[src/rtl/core/fcsm_pkg.sv]
`timescale 1ns / 1ps

package fcsm_pkg;

  localparam int unsigned NADDR_W     = 22;
  localparam int unsigned NIB_W       = 4;
  localparam int unsigned BYTE_W      = 8;
  localparam int unsigned WARN_W      = 2;
  localparam int unsigned CNT_FIELD_W = 5;
  localparam int unsigned S_TDATA_W   = 32;
  localparam int unsigned M_TDATA_W   = 8;

  localparam logic ACC_READ  = 1'b0;
  localparam logic ACC_WRITE = 1'b1;

  localparam logic [BYTE_W-1:0] OP_READ_ARRAY   = 8'hFF;
  localparam logic [BYTE_W-1:0] OP_CLEAR_STATUS = 8'h50;
  localparam logic [BYTE_W-1:0] OP_WRITE_BUFFER = 8'hE8;
  localparam logic [BYTE_W-1:0] OP_READ_STATUS  = 8'h70;
  localparam logic [BYTE_W-1:0] OP_ERASE        = 8'h20;
  localparam logic [BYTE_W-1:0] OP_CONFIRM      = 8'hD0;

  localparam logic [BYTE_W-1:0] STATUS_READY = 8'h80;
  localparam logic [BYTE_W-1:0] ERASED_BYTE  = 8'hFF;

  localparam logic [WARN_W-1:0] WARN_NONE    = 2'd0;
  localparam logic [WARN_W-1:0] WARN_BAD_CMD = 2'd1;
  localparam logic [WARN_W-1:0] WARN_WINDOW  = 2'd2;
  localparam logic [WARN_W-1:0] WARN_UNUSED  = 2'd3;

  typedef enum logic [6:0] {
    CMD_ARRAY      = 7'b0000001,
    CMD_STATUS     = 7'b0000010,
    CMD_XSTATUS    = 7'b0000100,
    CMD_DATA_FIRST = 7'b0001000,
    CMD_DATA_MORE  = 7'b0010000,
    CMD_CONFIRM    = 7'b0100000,
    CMD_ERASE      = 7'b1000000
  } cmd_state_e;

  typedef enum logic [5:0] {
    SEQ_CLEAR  = 6'b000001,
    SEQ_IDLE   = 6'b000010,
    SEQ_EXEC   = 6'b000100,
    SEQ_COMMIT = 6'b001000,
    SEQ_DRAIN  = 6'b010000,
    SEQ_ERASE  = 6'b100000
  } seq_state_e;

endpackage

[src/rtl/core/fcsm_buf_mem.sv]
`timescale 1ns / 1ps

module fcsm_buf_mem #(
  parameter int unsigned DEPTH = 32,
  parameter int unsigned IDX_W = 5
) (
  input  logic                        clk_i,
  input  logic                        rst_ni,
  input  logic                        wr_en_i,
  input  logic [IDX_W-1:0]            wr_idx_i,
  input  logic [fcsm_pkg::BYTE_W-1:0] wr_data_i,
  input  logic                        rd_en_i,
  input  logic [IDX_W-1:0]            rd_idx_i,
  output logic [fcsm_pkg::BYTE_W-1:0] rd_data_o
);

  logic [fcsm_pkg::BYTE_W-1:0] mem [DEPTH];
  logic [fcsm_pkg::BYTE_W-1:0] rd_data_q;
  logic [DEPTH-1:0]            valid_q;
  logic                        rd_valid_q;

  // Entries never written since reset read as zero.
  always_ff @(posedge clk_i or negedge rst_ni) begin
    if (!rst_ni) begin
      valid_q    <= '0;
      rd_valid_q <= 1'b0;
    end else begin
      if (wr_en_i) begin
        valid_q[wr_idx_i] <= 1'b1;
      end
      if (rd_en_i) begin
        rd_valid_q <= valid_q[rd_idx_i];
      end
    end
  end

  always_ff @(posedge clk_i) begin
    if (wr_en_i) begin
      mem[wr_idx_i] <= wr_data_i;
    end
    if (rd_en_i) begin
      rd_data_q <= mem[rd_idx_i];
    end
  end

  assign rd_data_o = rd_valid_q ? rd_data_q : '0;

endmodule

[config.mk]
export PLATFORM = sky130hd
export DESIGN_NAME = fcsm_buf_mem
export DESIGN_NICKNAME = d
export VERILOG_FILES = /design/src/rtl/core/fcsm_pkg.sv /design/src/rtl/core/fcsm_buf_mem.sv
export SDC_FILE = /design/constraint.sdc
export NUM_CORES = 1
export LEC_CHECK = 0
export ABC_AREA = 1
export BUFFER_PORTS_ARGS = -buffer_cell sky130_fd_sc_hd__buf_2
export CORE_AREA = 2 2 198 200
export DETAILED_ROUTE_END_ITERATION = 6
export DIE_AREA = 0 0 200 202
export PLACE_DENSITY = 0.55
export SYNTH_ARGS = -nofsm -noshare
export SYNTH_HDL_FRONTEND = slang
export SYNTH_SLANG_ARGS = --single-unit
[constraint.sdc]
create_clock -name clk_i -period 1.2 [get_ports clk_i]
set_input_delay 0.06 -clock clk_i [delete_from_list [all_inputs] [get_ports clk_i]]
set_output_delay 0.06 -clock clk_i [all_outputs]
set_load 0.01 [all_outputs]
Yosys cells after proc, flatten, opt, wreduce, memory -nomap -nowiden

Memory sizes are Yosys's and may differ from the RTL's. A register that Yosys moved wholly into a read port is not among the register bits.
Index checks and enable logic that the tools add are counted.

Register bits: 33
Latch bits: 0
Bits in writable memories: 256
Bits in read-only memories: 0
Bits of input ports: 22
Output and inout bits: 8
Logic and storage cells: 15
Memories: 1

Memories:

| name | words | width | rd ports | clocked after memory_dff | wr ports | RTL line           | text |
|---|---|---|---|---|---|---|---|
| mem  | 32    | 8     | 1        | 1                        | 1        | fcsm_buf_mem.sv:17 | `logic [fcsm_pkg::BYTE_W-1:0] mem [DEPTH];` |

$add $sub $neg: 0
Multipliers: 0
Divide/modulo/power cells: 0
Order comparisons: 3
Eq/ne operators: 0
Shifts and indexed selects: 0
Mux-type cells: 7
Bitwise operators: 1
Reductions and logical operators: 1

Operators by type and width:

| cell                                                              | count |
|---|---|
| OR 32 bit                                                         | 1 |
| < comparator 5 x 6 -> 1 bit, second input constant                | 2 |
| two-way mux 8 bit                                                 | 1 |
| binary-select mux 1 bit (select 5 bit)                            | 1 |
| demux 1 bit (select 5 bit)                                        | 1 |
| greater-or-equal comparator 5 x 1 -> 1 bit, second input constant | 1 |
| two-way mux 1 bit                                                 | 4 |
| logical AND 1 bit                                                 | 1 |

Depth between registers and ports, before layout

Gate-level depths: netlist of run 1.

Word-level depth: 5
Depth in mapped cells: 11
Depth with buffers taken out: 9

Worst setup path before layout of run 1

No wires, ideal clock.

Path type: input to register
Start point: input port rd_idx_i[0]
End point: register rd_data_q[5] in the netlist's numbering (read register of mem), data pin
Arrival: 0.939 ns
Data required time: 0.936 ns
Path slack: -0.003 ns
Cell stages on the path: 7
Path buffers: 3
Cell sequence: buf_6 buf_6 buf_2 o21ai_0 nor2_1 o31ai_1 a21oi_1

RTL lines:

| what            | RTL line           | text |
|---|---|---|
| start, declared | fcsm_buf_mem.sv:13 | `input logic [IDX_W-1:0] rd_idx_i,` |
| end, declared   | fcsm_buf_mem.sv:18 | `logic [fcsm_pkg::BYTE_W-1:0] rd_data_q;` |

Worst setup path after layout of run 1

Start point: register rd_data_q[3] in the netlist's numbering (read register of mem)
End point: output port rd_data_o[3] in the netlist's numbering

Cells in the longest elaborated chain, start to end: 1

RTL lines:

| what              | RTL line           | text |
|---|---|---|
| two-way mux 8 bit | fcsm_buf_mem.sv:46 | `assign rd_data_o = rd_valid_q ? rd_data_q : '0;` |
| end, declared     | fcsm_buf_mem.sv:14 | `output logic [fcsm_pkg::BYTE_W-1:0] rd_data_o` |

No other way between the ends.

==> results by group, run 1 <==
Setup path
  • Critical Path Fanout Max: 1
  • Flop-to-flop setup slack: -130 ps
  • Crit Path Class: reg -> out
  • CP startpoint kind: flip-flop
  • Worst path required time: 1140 ps
  • FF-to-FF Start: mem[25][7]
  • Reg2reg end: rd_data_q[7]
  • Reg2reg path depth: 9
  • Crit path DAT: 1300 ps
  • Worst setup path start: rd_data_q[3]
  • Element type at the critical path end: output pin

Timing
  • Peak Freq: ~0.74 GHz
  • Final setup viols: 16
  • Final worst slack: -155 ps
  • Setup tns final: -1570 ps
  • Post-route minimum period: 1360 ps
  • Slew Viols, Final: 0
  • Worst Skew: 28.4 ps
  • Final hold vios: 0
  • RSZ-0062 raised after global routing: yes
  • Slew of the pin with the lowest slew margin: 713 ps
  • Final period util: 113%
  • Normalized max-slew margin: 52.5%

Synthesis
  • Sequential fraction of the synthesis area: roughly 72%
  • Synth Register Bits: 297
  • Syn_nets: about 1.1k
  • Top_reg_cell synth: edfxtp_1
  • Dominant cells by area after synthesis: edfxtp_1 (65%), nand2_1 (10%), nand3_1 (8.2%)
  • Post-Syn Area per Cell: 11.6 sq um
  • Area share of the largest cell type after synthesis: 65.5%
  • Post-synth EDFFs: around 260
  • Post-synth top cells: nand2_1 (330), edfxtp_1 (264), nand3_1 (198), nor2_1 (56), a21oi_1 (40)
  • Synth unique cells: 19
  • Most frequent cell after synthesis: nand2_1
  • Syn Inst Count: 1,047
  • Yosys warning count: 0
  • Synth Cell Area: 0.0121 sq mm
  • Area leader, netlist: edfxtp_1
  • Synth async-reset ratio: 11.1%

Routing
  • Vias post-DR: 8,136
  • WL/cell: 17.8 microns
  • Iteration-0 DRC Markers: ~740
  • Via density: ~4.7
  • Residual DRC: 0
  • ANT nets after route: 0
  • Final WL: approximately 31,000 microns
  • First-pass iteration count of the detailed router: 5

Final layout
  • # nets final: 1,197
  • Layout cell share with drive strength beyond 1: 22.9%
  • Antenna diodes: 0
  • Fillers: 3,634
  • Post-layout util: 39.4%
  • Area Growth Syn to Fin: 24.6%
  • Fin cells: 1,717

Worst hold path
  • Hold crit path type: in -> reg
  • Hold worst-path end: rd_valid_q
  • WHS Path Cells: 4
  • Hold Crit Start: rd_idx_i[4]

Placed design
  • HPWL after DPL: 19,600 microns
  • Placer Congestion: between 0.8 and 0.9
  • Placed Instances: between 1.5k and 2k
  • Pre-CTS setup slack: -470 ps
  • Port bufs: 29

CTS
  • Clk pin slew, worst setup/hold paths: 60 ps
  • Max Root-Sink Buffers: 3
  • CTS root buffer: clkbuf_16
  • CTS tree: done
  • Clock sink count: slightly below 300
  • Clock latency at the later pin of the worst-skew pair: 560 ps
  • H-tree levels: 1
  • Clock buffer count from CTS: 30

Floorplan
  • Num rows: a little over 70
  • Initial Utilization: 31.6%
  • Core Area: 0.0383 sq mm
  • Die Footprint: 0.0404 sq mm
  • Die Width: around 200 microns
  • Ports: 30
  • DIE HEIGHT: 202 microns

Global routing
  • First-pass GRT wire length: 47,100 microns
  • Gr usage total: between 15 and 20%
  • Initial antenna violation count: 0
  • Largest net degree at the start of global routing: 53
  • Vias in the first global route: 8,021
  • Gr ovfl total: 0

Outcome
  • Status: finished, violations left
  • Failing checks: negative setup slack

Power
  • VDD IR max: 0.835 mV
  • Leak: 5.74 nW
  • PwrDens: 1560 mW/mm^2

Job
  • Max-Cap Viols: 0
==> sequential cells by signal, summed over array words and instances (netlist names) <==
register,cells
mem,256
rd_data_q,8
valid_q,32
rd_valid_q,1
==> layout by cell type, fill, tap and decap left out, types with 5 or more instances in the layout <==
| cell type | n |
|---|---|
| o21ai_0 | 5 |
| clkinv_2 | 6 |
| clkinv_1 | 5 |
| nor2_1 | 49 |
| a21oi_1 | 32 |
| nand2_2 | 7 |
| buf_4 | 95 |
| buf_2 | 28 |
| nand3_1 | 178 |
| clkbuf_16 | 31 |
| buf_12 | 22 |
| clkbuf_1 | 5 |
| nand2_1 | 323 |
| edfxtp_1 | 264 |
| dfrtp_1 | 32 |
| inv_1 | 14 |
| a21oi_2 | 7 |
| nand3_2 | 20 |
| or2_2 | 32 |
| dlygate4sd3_1 | 10 |
==> kinds of logic (layout without fill, tap and decap cells) <==
group           after synthesis  in the layout  synth area share (%)
flops                       297            297                  72.3
simple gates                617            617                  21.9
buf+inv                      77            229                  3.33
compound gates               56             56                  2.48
==> per-layer routing <==
metal	global-route usage (%)	up-vias	share of wire, %
li1	-	3895	-
met1	21.4	3987	46
met2	24.9	202	47
met3	2.15	52	4.4
met4	4.39	0	2.8
met5	0	-	0
==> where the power goes <==
part	leakage (nW)	switching [mW]	internal, mW	total, mW
Clock	0.502	3.83	5.81	9.64
Combinational	2.47	1.22	0.837	2.05
Sequential	2.76	0.165	11.6	11.8
Total	5.74	5.21	18.3	23.5
==> worst max-delay path: stages, from the launching register on <==
cell      delay [ps]
edfxtp_1         470
nand2_1          100
inv_1             40
buf_2            120
==> cell type report <==
cell class,count,area [sq um],share of cell area [%]
well taps,518,648,4.30
clock buffers,40,850,5.63
inverters,18,70.1,0.465
repair buffers,155,1390,9.24
flip-flops and latches,297,8750,58.0
clock inverters,16,184,1.22
multi-input cells,673,3180,21.1
==> metrics by stage <==
step	power [mW]	hold slack, ps	cell area [sq um]
after global routing	24.3	82.8	15100
after global placement	13.9	-20.0	13700
final	23.5	61.0	15100
after CTS	23.6	48.6	15000
after floorplan	13.0	-236	12100
after detailed placement	14.0	-12.1	13700
==> what timing repair did <==
| item | in CTS | in global routing |
|---|---|---|
| pin swaps | 16 | 22 |
| resized for setup | 30 | 28 |
| endpoints found under the setup margin | 17 | 17 |
| hold endpoints to repair | 194 | 0 |
| hold buffers | 10 | 0 |
| buffers inserted | 0 | 0 |
==> how the worst max path moves through the flow <==
stage          depth (start not counted)  slack, ps      endpoint
2_1_floorplan                          7         -3  rd_data_q[5]
3_3_place_gp                          10       -490  rd_data_q[3]
3_5_place_dp                          10       -470  rd_data_q[3]
4_1_cts                                3       -160  rd_data_o[3]
5_1_grt                                9       -220  rd_data_q[7]
6_report                               3       -160  rd_data_o[3]
No activity file was read; power rests on OpenSTA's default activity.
==> run 2: changes to the inputs <==
--- a/config.mk
+++ b/config.mk
@@ -11,6 +11,7 @@
 export DETAILED_ROUTE_END_ITERATION = 6
 export DIE_AREA = 0 0 200 202
 export PLACE_DENSITY = 0.55
+export REMOVE_ABC_BUFFERS = 1
 export SYNTH_ARGS = -nofsm -noshare
 export SYNTH_HDL_FRONTEND = slang
 export SYNTH_SLANG_ARGS = --single-unit
==> run 2 against run 1 <==
Effect of this change: the run still ends with negative setup slack left; combinational power increased by 5%; routed wire length increased by 3.7%; maximum frequency decreased by 4.2%; clock power increased by 4%; non-clock buffer count increased by 1; sequential cell count unchanged; global-route usage increased by 0.46 points; final cell count increased by 0.12%; core utilization increased by 0.42 points; highest routed layer is now met5.
==> results by group, run 2 (synthesis results as in run 1) <==
Outcome
  • Status: finished, violations left
  • Failing checks: negative setup slack

Floorplan
  • Die Width: 200 microns (unchanged)
  • DIE HEIGHT: 202 microns (unchanged)
  • Num rows: 72 (unchanged)
  • Core Area: 0.0383 sq mm (unchanged)
  • Die Footprint: 0.0404 sq mm (unchanged)
  • Ports: 30 (unchanged)
  • Initial Utilization: 31.6% (unchanged)

Timing
  • Final period util: 118% (+5.0 points)
  • Worst Skew: 8.85 ps (-19.5 ps)
  • Final worst slack: -215 ps (-59.7 ps)
  • Final setup viols: 16 (unchanged)
  • Slew Viols, Final: 0 (unchanged)
  • Slew of the pin with the lowest slew margin: 740 ps (+27.0 ps)
  • Peak Freq: 0.707 GHz (-4.2%)
  • RSZ-0062 raised after global routing: yes
  • Post-route minimum period: 1420 ps (+59.7 ps)
  • Normalized max-slew margin: 50.7% (-1.8 points)
  • Final hold vios: 0 (unchanged)

Placed design
  • Placer Congestion: 0.808 (-2.1%)
  • Port bufs: 29 (unchanged)
  • Placed Instances: 1,655 (+0.18%)
  • HPWL after DPL: 19,800 microns (+0.89%)

CTS
  • Clk pin slew, worst setup/hold paths: 60 ps (about the same)
  • H-tree levels: 1 (unchanged)
  • CTS tree: done
  • CTS root buffer: clkbuf_16
  • Clock sink count: 297 (unchanged)
  • Clock latency at the later pin of the worst-skew pair: 560 ps (about the same)
  • Clock buffer count from CTS: 31 (+3.3%)
  • Max Root-Sink Buffers: 3 (unchanged)

Setup path
  • Reg2reg end: rd_data_q[7]
  • CP max stage cell: dfrtp_2
  • Biggest cell delay along the critical path: 430 ps (-40 ps)
  • Element type at the critical path end: output pin
  • CP startpoint kind: flip-flop
  • Crit Path Class: reg -> out
  • Crit path DAT: 1360 ps (+60 ps)
  • Worst path required time: 1140 ps (about the same)
  • Flop-to-flop setup slack: -90 ps (+40 ps)
  • FF-to-FF Start: mem[6][7]
  • Worst path cell trace: buf_12, nand2_2, inv_2, buf_6
  • Critical Path Fanout Max: 7 (+6)
  • Reg2reg path depth: 4 (-5)

Worst hold path
  • Hold Crit Start: wr_data_i[3]
  • WHS Path Cells: 1 (-3)
  • Hold worst-path end: mem[16][3]
  • Hold crit path type: in -> reg

Final layout
  • Antenna diodes: 0 (unchanged)
  • Most frequent cells in the layout: nand2_1 (305), edfxtp_1 (264), nand3_1 (171)
  • Largest register FFs: 256 (unchanged)
  • # nets final: 1,199 (+0.17%)
  • Biggest regs: mem x256, valid_q x32, rd_data_q x8
  • Layout cell share with drive strength beyond 1: 26.6% (+3.7 points)
  • Area Growth Syn to Fin: 25.9%
  • Fin cells: 1,719 (+0.12%)
  • Commonest non-fill, non-tap cell in the layout: nand2_1
  • Top reg by flops: mem
  • Post-layout util: 39.8% (+0.42 points)

Power
  • Reg power frac: 49.2% (-1.0 points)
  • Cell-internal power: 18.6 mW (+1.8%)
  • Clock share of power: 41.8% (+0.8 points)
  • NetSw: 5.37 mW (+3.0%)
  • VDD IR max: 1.14 mV (+37%)
  • Logic gate share of total power: 9.0% (+0.3 points)
  • Leak: 5.80 nW (+1.2%)
  • PwrDens: 1570 mW/mm^2 (+0.98%)
  • Switching part of the total: 22.4% (+0.21 points)

Global routing
  • Gr ovfl total: 0 (unchanged)
  • Initial antenna violation count: 1 (+1)
  • Vias in the first global route: 7,962 (-0.74%)
  • First-pass GRT wire length: 48,300 microns (+2.6%)
  • Largest net degree at the start of global routing: 64 (+21%)
  • Gr usage total: 15.8% (+0.46 points)

Job
  • Max-Cap Viols: 0 (unchanged)

Routing
  • Iteration-0 DRC Markers: 571 (-23%)
  • Residual DRC: 0 (unchanged)
  • ANT nets after route: 0 (unchanged)
  • Vias post-DR: 8,199 (+0.77%)
  • Final WL: 31,700 microns (+3.7%)
  • Via density: 4.77 (+0.66%)
  • First-pass iteration count of the detailed router: 5 (unchanged)
  • WL/cell: 18.4 microns (+3.6%)
[run 2: cell types whose count changed in the layout (fill, tap and decap cells not counted), sizes merged]
| cell | delta |
|---|---|
| bufinv | +1 |
| clkinvlp | -2 |
| dlygate4sd3 | -5 |
| inv | +1 |
| dlymetal6s4s | +1 |
| clkinv | +1 |
| buf | +5 |
[run 2: cell type report]
cell class | count | area [sq um]
well taps | 518 | 648
inverters | 18 | 70.1
flip-flops and latches | 297 | 8750
repair buffers | 156 | 1430
multi-input cells | 673 | 3270
clock buffers | 40 | 860
clock inverters | 17 | 214
fillers | 3613 | 23000
[run 2: how the worst max path moves through the flow]
stage / to / cells past startpoint / start / slack [ps]
5_1_grt: rd_data_o[5] / 4 / rd_valid_q / -260
2_1_floorplan: rd_data_q[1] / 7 / rd_idx_i[2] / -260
6_report: rd_data_o[5] / 4 / rd_valid_q / -220
3_3_place_gp: rd_data_q[6] / 12 / rd_idx_i[0] / -510
3_5_place_dp: rd_data_q[6] / 12 / rd_idx_i[0] / -520
4_1_cts: rd_data_o[7] / 4 / rd_valid_q / -240
[run 2: routing by layer]
layer,part of all wire (%),global-route usage (%)
met5,0.035,0
met2,46,24.8
met4,2.4,4.10
met3,4.5,2.29
met1,47,22.9
[run 2: critical path, delay by kind of cell, from the launching register on]
family                 cells  cell delay, ps
buffers and inverters      3             290
flip-flops                 1             430
AND/OR/NAND/NOR            1              60
[run 2: what timing repair did]
action | in CTS | in global routing
endpoints found under the setup margin | 16 | 30
gates resized for setup | 55 | 48
setup buffers | 1 | 0
cloned | 0 | 0
pin swaps | 29 | 40
hold buffers | 6 | 0
endpoints found under the hold margin | 106 | 0
[run 2: through the flow]
stage | worst slack [ps] | TNS, ps | total power, mW | area (sq um) | hold slack (ps)
CTS | -236 | -2480 | 24.1 | 15100 | 79.4
finish | -215 | -2080 | 24.0 | 15200 | 91.9
detailed placement | -517 | -4840 | 14.0 | 13700 | 33.0
global placement | -510 | -4540 | 13.9 | 13700 | 25.0
global route | -259 | -3000 | 24.8 | 15200 | 97.9
floorplan | -265 | -2240 | 12.8 | 11800 | -236
[run 2: power groups by stage]
stage,clock network [mW],registers (mW),logic [mW]
after floorplan,0,12.0,0.873
after global placement,0,12.0,1.92
after detailed placement,0,12.0,1.95
after CTS,10.2,11.8,2.09
after global routing,10.6,11.8,2.37
final,10.0,11.8,2.15
